### src/rtl/core/rsp_pkg.sv
// Shared constants, codes and types for the run-length sprite pixel fetch.
package rsp_pkg;

	localparam int unsigned CODE_DEPTH = 65536;
	localparam int unsigned CODE_AW    = $clog2(CODE_DEPTH);
	localparam int unsigned POS_W      = $clog2(CODE_DEPTH + 1);
	localparam int unsigned MAX_SIDE   = 1024;
	localparam int unsigned SIDE_W     = $clog2(MAX_SIDE + 1);
	localparam int unsigned SKIP_W     = $clog2(MAX_SIDE * MAX_SIDE) + 1;
	localparam int unsigned BIT_W      = $clog2(SIDE_W);
	localparam int unsigned PAL_DEPTH  = 256;
	localparam int unsigned PAL_AW     = $clog2(PAL_DEPTH);
	localparam int unsigned CFG_W      = 11;
	localparam int unsigned CFG_IDX_W  = 3;

	localparam logic [1:0] OP_LOAD_CODE = 2'd0;
	localparam logic [1:0] OP_LOAD_PAL  = 2'd1;
	localparam logic [1:0] OP_QUERY     = 2'd2;

	localparam logic [CFG_IDX_W-1:0] REG_FRAME_WIDTH  = 3'd0;
	localparam logic [CFG_IDX_W-1:0] REG_FRAME_HEIGHT = 3'd1;
	localparam logic [CFG_IDX_W-1:0] REG_COLOR_KEY    = 3'd2;
	localparam logic [CFG_IDX_W-1:0] REG_MIRROR_X     = 3'd3;
	localparam logic [CFG_IDX_W-1:0] REG_MIRROR_Y     = 3'd4;

	localparam logic [7:0] ALPHA_OPAQUE = 8'hff;

	typedef struct packed {
		logic [SIDE_W-1:0] w;
		logic [SIDE_W-1:0] h;
		logic [7:0]        key;
		logic              mirror_x;
		logic              mirror_y;
	} rsp_cfg_t;

	typedef struct packed {
		logic       valid;
		logic [7:0] red;
		logic [7:0] green;
		logic [7:0] blue;
		logic [7:0] alpha;
		logic       overrun;
	} rsp_res_t;

endpackage

### src/rtl/core/rsp_alu.sv
// Shared adder of the walker: a + b, or a - b - 1 when b is inverted.
module rsp_alu (
	input  logic                      inv_b,
	input  logic [rsp_pkg::SKIP_W-1:0] a,
	input  logic [rsp_pkg::SKIP_W-1:0] b,
	output logic [rsp_pkg::SKIP_W-1:0] sum
);

	assign sum = a + (inv_b ? ~b : b);

endmodule

### src/rtl/core/rsp_walk.sv
// Query sequencer: bounds check, mirroring, shift-add index and code walk.
module rsp_walk (
	input  logic                          clk,
	input  logic                          arst_n,
	input  logic                          go,
	input  logic [11:0]                   x,
	input  logic [11:0]                   y,
	input  rsp_pkg::rsp_cfg_t             cfg,
	input  logic [7:0]                    code_rdata,
	input  logic [23:0]                   pal_rdata,
	output logic [rsp_pkg::CODE_AW-1:0]   code_raddr,
	output logic [rsp_pkg::PAL_AW-1:0]    pal_raddr,
	output logic                          busy,
	output rsp_pkg::rsp_res_t             res
);

	typedef enum logic [3:0] {
		S_IDLE, S_MIRY, S_MIRX, S_MUL, S_ADDX, S_LOOP, S_BYTE, S_CNT, S_LAST, S_PAL
	} state_t;

	state_t                      state_q;
	logic [rsp_pkg::SIDE_W-1:0]  px_q;
	logic [rsp_pkg::SIDE_W-1:0]  py_q;
	logic [rsp_pkg::SKIP_W-1:0]  acc_q;
	logic [rsp_pkg::BIT_W-1:0]   bit_q;
	logic [rsp_pkg::POS_W-1:0]   pos_q;
	rsp_pkg::rsp_res_t           res_q;

	logic                        inv_b;
	logic [rsp_pkg::SKIP_W-1:0]  op_a;
	logic [rsp_pkg::SKIP_W-1:0]  op_b;
	logic [rsp_pkg::SKIP_W-1:0]  sum;
	logic                        in_frame;
	logic                        acc_pos;
	logic                        acc_zero;
	logic                        past_end;

	rsp_alu u_alu (
		.inv_b (inv_b),
		.a     (op_a),
		.b     (op_b),
		.sum   (sum)
	);

	assign in_frame = !x[11] && !y[11]
		&& (32'(x[10:0]) < 32'(cfg.w)) && (32'(y[10:0]) < 32'(cfg.h));
	assign acc_zero = (acc_q == '0);
	assign acc_pos  = !acc_q[rsp_pkg::SKIP_W-1] && !acc_zero;
	assign past_end = (32'(pos_q) >= rsp_pkg::CODE_DEPTH);

	assign code_raddr = pos_q[rsp_pkg::CODE_AW-1:0];
	assign pal_raddr  = code_rdata;
	assign busy       = (state_q != S_IDLE);
	assign res        = res_q;

	always_comb begin
		inv_b = 1'b0;
		op_a  = acc_q;
		op_b  = '0;
		unique case (state_q)
			S_MIRY: begin
				inv_b = 1'b1;
				op_a  = rsp_pkg::SKIP_W'(cfg.h);
				op_b  = rsp_pkg::SKIP_W'(py_q);
			end
			S_MIRX: begin
				inv_b = 1'b1;
				op_a  = rsp_pkg::SKIP_W'(cfg.w);
				op_b  = rsp_pkg::SKIP_W'(px_q);
			end
			S_MUL: begin
				op_a = {acc_q[rsp_pkg::SKIP_W-2:0], 1'b0};
				op_b = cfg.w[bit_q] ? rsp_pkg::SKIP_W'(py_q) : '0;
			end
			S_ADDX: begin
				op_b = rsp_pkg::SKIP_W'(px_q);
			end
			S_BYTE: begin
				// acc + ~0 = acc - 1
				inv_b = 1'b1;
			end
			S_CNT: begin
				inv_b = 1'b1;
				op_b  = rsp_pkg::SKIP_W'(code_rdata);
			end
			default: begin
				inv_b = 1'b0;
			end
		endcase
	end

	always_ff @(posedge clk or negedge arst_n) begin
		if (!arst_n) begin
			state_q <= S_IDLE;
			px_q    <= '0;
			py_q    <= '0;
			acc_q   <= '0;
			bit_q   <= '0;
			pos_q   <= '0;
			res_q   <= '0;
		end else begin
			res_q.valid <= 1'b0;
			unique case (state_q)
				S_IDLE: begin
					if (go) begin
						res_q <= '0;
						if (in_frame) begin
							px_q    <= rsp_pkg::SIDE_W'(x[10:0]);
							py_q    <= rsp_pkg::SIDE_W'(y[10:0]);
							acc_q   <= '0;
							bit_q   <= rsp_pkg::BIT_W'(rsp_pkg::SIDE_W - 1);
							pos_q   <= '0;
							state_q <= S_MIRY;
						end else begin
							res_q.valid <= 1'b1;
						end
					end
				end
				S_MIRY: begin
					if (cfg.mirror_y) begin
						py_q <= sum[rsp_pkg::SIDE_W-1:0];
					end
					state_q <= S_MIRX;
				end
				S_MIRX: begin
					if (cfg.mirror_x) begin
						px_q <= sum[rsp_pkg::SIDE_W-1:0];
					end
					state_q <= S_MUL;
				end
				S_MUL: begin
					// MSB-first shift-add of py * width
					acc_q <= sum;
					if (bit_q == '0) begin
						state_q <= S_ADDX;
					end else begin
						bit_q <= bit_q - rsp_pkg::BIT_W'(1);
					end
				end
				S_ADDX: begin
					acc_q   <= sum;
					state_q <= S_LOOP;
				end
				S_LOOP: begin
					if (acc_pos || acc_zero) begin
						if (past_end) begin
							res_q.valid   <= 1'b1;
							res_q.overrun <= 1'b1;
							state_q       <= S_IDLE;
						end else if (acc_pos) begin
							pos_q   <= pos_q + rsp_pkg::POS_W'(1);
							state_q <= S_BYTE;
						end else begin
							state_q <= S_LAST;
						end
					end else begin
						// target fell inside a skipped run
						res_q.valid <= 1'b1;
						state_q     <= S_IDLE;
					end
				end
				S_BYTE: begin
					if (code_rdata == cfg.key) begin
						if (past_end) begin
							res_q.valid   <= 1'b1;
							res_q.overrun <= 1'b1;
							state_q       <= S_IDLE;
						end else begin
							pos_q   <= pos_q + rsp_pkg::POS_W'(1);
							state_q <= S_CNT;
						end
					end else begin
						acc_q   <= sum;
						state_q <= S_LOOP;
					end
				end
				S_CNT: begin
					acc_q   <= sum;
					state_q <= S_LOOP;
				end
				S_LAST: begin
					if (code_rdata == cfg.key) begin
						res_q.valid <= 1'b1;
						state_q     <= S_IDLE;
					end else begin
						state_q <= S_PAL;
					end
				end
				S_PAL: begin
					res_q.valid <= 1'b1;
					res_q.red   <= pal_rdata[23:16];
					res_q.green <= pal_rdata[15:8];
					res_q.blue  <= pal_rdata[7:0];
					res_q.alpha <= rsp_pkg::ALPHA_OPAQUE;
					state_q     <= S_IDLE;
				end
				default: begin
					state_q <= S_IDLE;
				end
			endcase
		end
	end

endmodule

### config.mk
export PLATFORM = sky130hd
export DESIGN_NAME = rsp_walk
export DESIGN_NICKNAME = d
export VERILOG_FILES = /design/src/rtl/core/rsp_pkg.sv /design/src/rtl/core/rsp_alu.sv /design/src/rtl/core/rsp_walk.sv
export SDC_FILE = /design/constraint.sdc
export NUM_CORES = 1
export LEC_CHECK = 0
export BUFFER_PORTS_ARGS = -buffer_cell sky130_fd_sc_hd__buf_4
export CORE_UTILIZATION = 45
export DETAILED_ROUTE_END_ITERATION = 10
export MAX_ROUTING_LAYER = met4
export PLACE_DENSITY = 0.67
export SYNTH_ARGS = -nofsm -noshare
export SYNTH_HDL_FRONTEND = slang
export SYNTH_HIERARCHICAL = 1
export SYNTH_SLANG_ARGS = --single-unit
export TNS_END_PERCENT = 20
### constraint.sdc
create_clock -name clk -period 5 [get_ports clk]
set_input_delay 0.25 -clock clk [delete_from_list [all_inputs] [get_ports clk]]
set_output_delay 0.25 -clock clk [all_outputs]
set_load 0.05 [all_outputs]
Word-level counts from Yosys, hierarchy flattened. Index checks and enable logic that the tools add are counted.

Input port bits: 91. Register bits: 102.

Reduce and logical (&&, ||, !) cells: 31. $lt $le $gt $ge: 4. Equality and inequality tests: 22. Multiplexer cells: 53. $add $sub $neg: 3. Bitwise operators: 1.

Operator list (count): one-hot mux 21 bit (3 select lines) (2); 2-to-1 mux 17 bit (7); 2-to-1 mux 21 bit (4); 2-to-1 mux 11 bit (7); one-hot mux 32 bit (2 select lines) (1); one-hot mux 17 bit (3 select lines) (1); 2-to-1 mux 4 bit (11); one-hot mux 11 bit (2 select lines) (2); one-hot mux 11 bit (4 select lines) (1); 2-to-1 mux 34 bit (1); one-hot mux 4 bit (8 select lines) (1); inequality test 2 bit, second input constant (12); less-than comparator 11 bit (2); adder 21 bit (1); zero test 21 bit (1); inverter 11 -> 21 bit (1); AND reduction 4 bit (5); adder 17 x 1 -> 17 bit, second input constant (1); >= comparator 17 bit, second input constant (1); equality test 4 x 3 -> 1 bit, second input constant (4); 2-to-1 mux 1 bit (10); equality test 4 x 2 -> 1 bit, second input constant (2); equality test 4 bit, second input constant (2); equality test 8 bit (1); 21 further kinds (33).

Depth between registers and ports, before layout.
Depth after elaboration: 9. Depth in mapped cells: 20. Mapped depth without buffers: 18.

Cells and area by module. Netlist, hierarchy kept.

Modules (own cells, without submodules): rsp_walk (instances 1, seq. area each 2377.3 um^2, cells each 710, area each 6302.3 um^2); rsp_alu (instances 1, seq. area each 0.0 um^2, cells each 163, area each 1247.4 um^2).

Worst setup path after synthesis. No wires, ideal clock.

Path kind: reg-to-reg. Start: register bit_q[0] in the netlist's numbering. End: register px_q[8] in the netlist's numbering. Required time: 4.875 ns. Arrival time: 3.943 ns. Stages on the path, launching flop included: 18. Path slack: 0.931 ns. Path buffers: 2. Cell sequence: dfrtp_1 clkbuf_1 mux4_2 o21ai_0 o211ai_1 and2_1 clkbuf_1 a21o_1 xor2_1 ha_1 and2_4 a311oi_2 nand2_1 a21o_1 a21oi_1 xnor2_1 mux2_2 mux2_4.

Cells in the longest elaborated chain, start to end: 9.

RTL lines: start, declared (line rsp_walk.sv:25) `logic [rsp_pkg::BIT_W-1:0] bit_q;`; start signal, assigned (line rsp_walk.sv:111) `bit_q <= rsp_pkg::BIT_W'(rsp_pkg::SIDE_W - 1);`; start signal, assigned (line rsp_walk.sv:137) `bit_q <= bit_q - rsp_pkg::BIT_W'(1);`; binary-select mux 1 bit (select 4 bit) * (line rsp_walk.sv:73) `op_b = cfg.w[bit_q] ? rsp_pkg::SKIP_W'(py_q) : '0;`; 2-to-1 mux 1 bit (implied by the code) * (line rsp_walk.sv:73); 2-to-1 mux 11 bit * (line rsp_walk.sv:73); one-hot mux 11 bit (4 select lines) * (line rsp_walk.sv:60) `unique case (state_q)`; named net op_b, one bit (line rsp_walk.sv:31) `logic [rsp_pkg::SKIP_W-1:0] op_b;`; inverter 11 -> 21 bit (line rsp_alu.sv:9) `assign sum = a + (inv_b ? ~b : b);`; 2-to-1 mux 21 bit * (line rsp_alu.sv:9); adder 21 bit * (line rsp_alu.sv:9); named net sum, one bit (line rsp_walk.sv:32) `logic [rsp_pkg::SKIP_W-1:0] sum;`; 2-to-1 mux 11 bit * (line rsp_walk.sv:126) `if (cfg.mirror_x) begin`; one-hot mux 11 bit (2 select lines) * (line rsp_walk.sv:103) `unique case (state_q)`; end signal, assigned (line rsp_walk.sv:108) `px_q <= rsp_pkg::SIDE_W'(x[10:0]);`; end signal, assigned (line rsp_walk.sv:127) `px_q <= sum[rsp_pkg::SIDE_W-1:0];`; end, declared (line rsp_walk.sv:22) `logic [rsp_pkg::SIDE_W-1:0] px_q;`.

Mark *: on every way through the listed nets, which the timed path passes. The rest lies on a longest branch. The select of a mux whose other input is x is not followed. A chain may end at the register's enable or synchronous reset.

Final worst setup path.
Start: register bit_q[0] in the netlist's numbering. End: register acc_q[18] in the netlist's numbering.

Cells in the longest elaborated chain, start to end: 9.

RTL lines: binary-select mux 1 bit (select 4 bit) * (line rsp_walk.sv:73); 2-to-1 mux 1 bit (implied by the code) * (line rsp_walk.sv:73); 2-to-1 mux 11 bit * (line rsp_walk.sv:73); one-hot mux 11 bit (4 select lines) * (line rsp_walk.sv:60); named net op_b, one bit (line rsp_walk.sv:31); inverter 11 -> 21 bit (line rsp_alu.sv:9); 2-to-1 mux 21 bit * (line rsp_alu.sv:9); adder 21 bit * (line rsp_alu.sv:9); named net sum, one bit (line rsp_walk.sv:32); 2-to-1 mux 21 bit (line rsp_walk.sv:163) `if (code_rdata == cfg.key) begin`; one-hot mux 21 bit (3 select lines) * (line rsp_walk.sv:103); end signal, assigned (line rsp_walk.sv:133) `acc_q <= sum;`; end signal, assigned (line rsp_walk.sv:173) `acc_q <= sum;`; end signal, assigned (line rsp_walk.sv:178) `acc_q <= sum;`; end, declared (line rsp_walk.sv:24) `logic [rsp_pkg::SKIP_W-1:0] acc_q;`.

Marked as above.

==> metrics.md <==
| Metric | Value |
|---|---|
| Outcome | complete, no violations |
| CP Launch Type | register |
| Area Overhead vs Synth | 19.6% |
| First-pass GRT wire length | 34.8 mm |
| Slew Limit Fails | 0 |
| Drc violations | 0 |
| Largest net degree at the start of global routing | 55 |
| Worst r2r dst | acc_q[18]$_DFFE_PN0P_ |
| Design area | between 9000 and 10,000 µm² |
| H-tree Lvls | 3 |
| Clock-pin slew on the worst setup and hold paths | 80 ps |
| Clock root buffer | clkbuf_16 |
| Total chip power | 7170 µW |
| Worst path cell trace | mux4_2 -> o21ai_0 -> o211ai_1 -> and2_1 -> a21o_1 -> xor2_1 -> ha_1 -> inv_1 -> fa_1 -> nor2b_1 -> o2111ai_1 -> a211oi_1 -> o311a_1 -> o21ai_0 -> a2bb2oi_1 -> nand2_1 -> mux2i_1 |
| Clk_lat worst skew | between 300 and 400 ps |
| Synth Area in XOR/XNOR | 5.57% |
| FF+latch count, synth | between 90 and 100 |
| # IOs | 150 |
| Antenna cell count | 0 |
| CP dominant cell by count | o21ai_0 |
| Met3 WL | about 1.5 mm |
| Crit. End Element | register |
| Hold Crit Depth | 3 |
| Total global-route track usage | 26.0% |
| Synth warn | 6 |
| Vias in the first global route | 6,385 |
| Clock Skew | about 12 ps |
| Worst path max stage delay | 530 ps |
| Port bufs | between 100 and 150 |
| Routed wire length | 21.6 mm |
| Final hold vios | 0 |
| CTS sink count | 95 |
| Drt via density | 5.59 |
| Critical Path AT | roughly 4700 ps |
| Worst R2R Start | bit_q[0]$_DFFE_PN0P_ |
| Area of the mapped netlist | ~7500 µm² |
| Die height | about 130 µm |
| FP Rows | 46 |
| Minimum clock period | 4420 ps |
| Req. time, crit path | approximately 5300 ps |
| Post-Place Setup Slack | about 700 ps |
| RSZ-0062 raised after global routing | false |
| Slew margin rel. | 19.7% |
| Uppermost layer routed | met4 |
| DRT antenna net count | 0 |
| R2R cell count | 17 |
| Commonest non-fill, non-tap cell in the layout | buf_4 |
| Drt first-iter violations | 484 |
| Worst-path fanout max | 11 |
| WL met2 | around 9.7 mm |
| Cts bufs inserted | 9 |
| Placed Area | 8710 µm² |
| Max stage delay cell, worst path | mux4_2 |
| # setup viols final | 0 |
| NumNets Final | around 1,100 |
| Leakage power | between 0.004 and 0.005 µW |
| Tcrit/Tclk final | 88.4% |
| Routability congestion estimate | around 0.95 |
| Hold Path Class | primary input to register |
| Clock buffer depth | 2 |
| Initial antenna violation count | 0 |
| Post-CTS Repair Setup Buffers | 0 |
| Post-DP HPWL | 16.2 mm |
| P per Cell Area | about 790 nW/µm² |
| Setup TNS | 0 ps |
| Syn avg cell area | 8.65 µm² |
| Fmax | ~230 MHz |
| Core area | around 16,000 µm² |
| CTS tree | yes |
| Post-synth cell types | 73 |
| WL per Instance | 17.8 µm |
| Initial Utilization | 46.8% |
| Drt first pass iters | 6 |
| GRT Residual Overflow | 0 |
| Post-synthesis simple-gate area fraction | ~16% |
| Synth Flop Type | dfrtp_1 |
| Full die area | 17,300 µm² |
| Commonest cells after routing, fill and taps aside | buf_4, nand2_1, dfrtp_1 |
| Combinational family with the most area after synthesis | compound AO/OA/AOI/OAI gates |
| Adder-cell share of the synthesized area | 7.39% |
| Max Cap Violations | 0 |
| Worst-margin pin slew | between 1000 and 1500 ps |
| Fin worst setup slack | 578 ps |
| Share of post-route cells with drive strength above 1 | 24.8% |
| Post-synthesis sequential area ratio | 31.5% |
| Setup CP Type | register to register |
| Share of flip-flops with an asynchronous set or reset | 100% |
| R2R setup slack | 580 ps |
| Synth Area in Compound Gates | 19.1% |
| Number of synthesized flops with an enable pin | 0 |
| Hold EP | res[22]$_DFFE_PN0P_ |
| Gate Count Post-Synth | 873 |
| Met1 WL | ~10 mm |
| Mux contribution to synthesized area | about an eighth |
| Via count | 6,759 |
| Hold_sp | pal_rdata[13] |
| Die width | 132 µm |
| Peak VDD IR | 0.398 mV |
[power by group]
part / leakage (µW) / internal, µW / switching (µW)
Sequential: 0.00123 / 1020 / 248
Clock: 0.000151 / 360 / 369
Combinational: 0.00295 / 2090 / 3080
Total: 0.00434 / 3470 / 3700
[registers in the layout, indices dropped and copies added (netlist names)]
name and cells:
acc_q 21, bit_q 4, pos_q 17, px_q 11, py_q 11, res 27, state_q 4
[Yosys cell counts, types with 7 or more instances]
cell / n / share of area [%]
inv_1: 57 / 2.8
mux2i_1: 33 / 4.4
o22a_1: 9 / 1.0
a22o_1: 12 / 1.4
nand3_1: 16 / 1.1
nor2_1: 44 / 2.2
a21oi_1: 34 / 2.3
xor2_1: 32 / 3.7
buf_2: 9 / 0.60
o21a_1: 10 / 0.99
dfrtp_1: 95 / 31
nand2_1: 129 / 6.4
clkbuf_1: 28 / 1.4
buf_4: 31 / 3.1
nor2b_1: 12 / 0.99
mux2_2: 35 / 5.2
o21ai_0: 70 / 4.6
a21o_1: 15 / 1.5
a221oi_1: 11 / 1.3
mux2_4: 10 / 2.0
nor3_1: 14 / 0.93
xnor2_1: 16 / 1.9
nor4_1: 7 / 0.58
o22ai_1: 7 / 0.58
ha_1: 43 / 7.1
[worst max-delay path, delay by kind of cell, from the launching register on]
family / cells / cell delay (ps)
AO/OA/AOI/OAI: 8 / 1710
multiplexers: 2 / 680
AND/OR/NAND/NOR: 3 / 620
adder cells (fa/ha/maj): 2 / 590
flip-flops: 1 / 510
XOR/XNOR: 1 / 150
buffers and inverters: 1 / 60
[kinds of logic after synthesis]
kind of cell,after synthesis
flip-flops,95
buffers and inverters,131
other,1
multiplexers,80
AND/OR/NAND/NOR,260
AO/OA/AOI/OAI,214
XOR/XNOR,48
adder cells (fa/ha/maj),44
[worst max path at each step]
| stage | slack (ps) | cells after the start | endpoint | start |
|---|---|---|---|---|
| floorplan | 930 | 17 | px_q[8]$_DFFE_PN0P_ | bit_q[0]$_DFFE_PN0P_ |
| finish | 580 | 17 | acc_q[18]$_DFFE_PN0P_ | bit_q[0]$_DFFE_PN0P_ |
| global route | 330 | 17 | acc_q[18]$_DFFE_PN0P_ | bit_q[0]$_DFFE_PN0P_ |
| detailed placement | 700 | 17 | acc_q[18]$_DFFE_PN0P_ | bit_q[0]$_DFFE_PN0P_ |
| global placement | 790 | 17 | px_q[8]$_DFFE_PN0P_ | bit_q[0]$_DFFE_PN0P_ |
| CTS | 690 | 17 | acc_q[18]$_DFFE_PN0P_ | bit_q[0]$_DFFE_PN0P_ |
[routing by layer]
metal | GRT usage, % | up-vias
met5 | - | -
met4 | 10.4 | 0
met3 | 5.05 | 36
met2 | 38.4 | 285
met1 | 34.8 | 3160
li1 | - | 3278
[cell type report]
cell class                 count  area, µm²
fill                        1525       7090
multi-input combinational    656       4580
clock inverter                 7       83.8
tap                          216        270
inverter                      57        214
timing repair buffer         169       1270
clock buffer                   9        225
sequential                    95       2380
[what timing repair did]
item,4_1_cts,5_1_grt
setup endpoints to repair,0,0
resized for setup,0,0
hold buffers,1,0
endpoints found under the hold margin,53,0
[metrics by stage]
step,utilization [%],hold slack [ps],instances
floorplan,-,-45.6,882
global placement,54.0,368,1192
detailed placement,54.0,361,1192
CTS,56.0,72.3,1209
global route,56.0,76.0,1209
finish,56.0,82.7,1209
(Power assumes the default switching activity.)
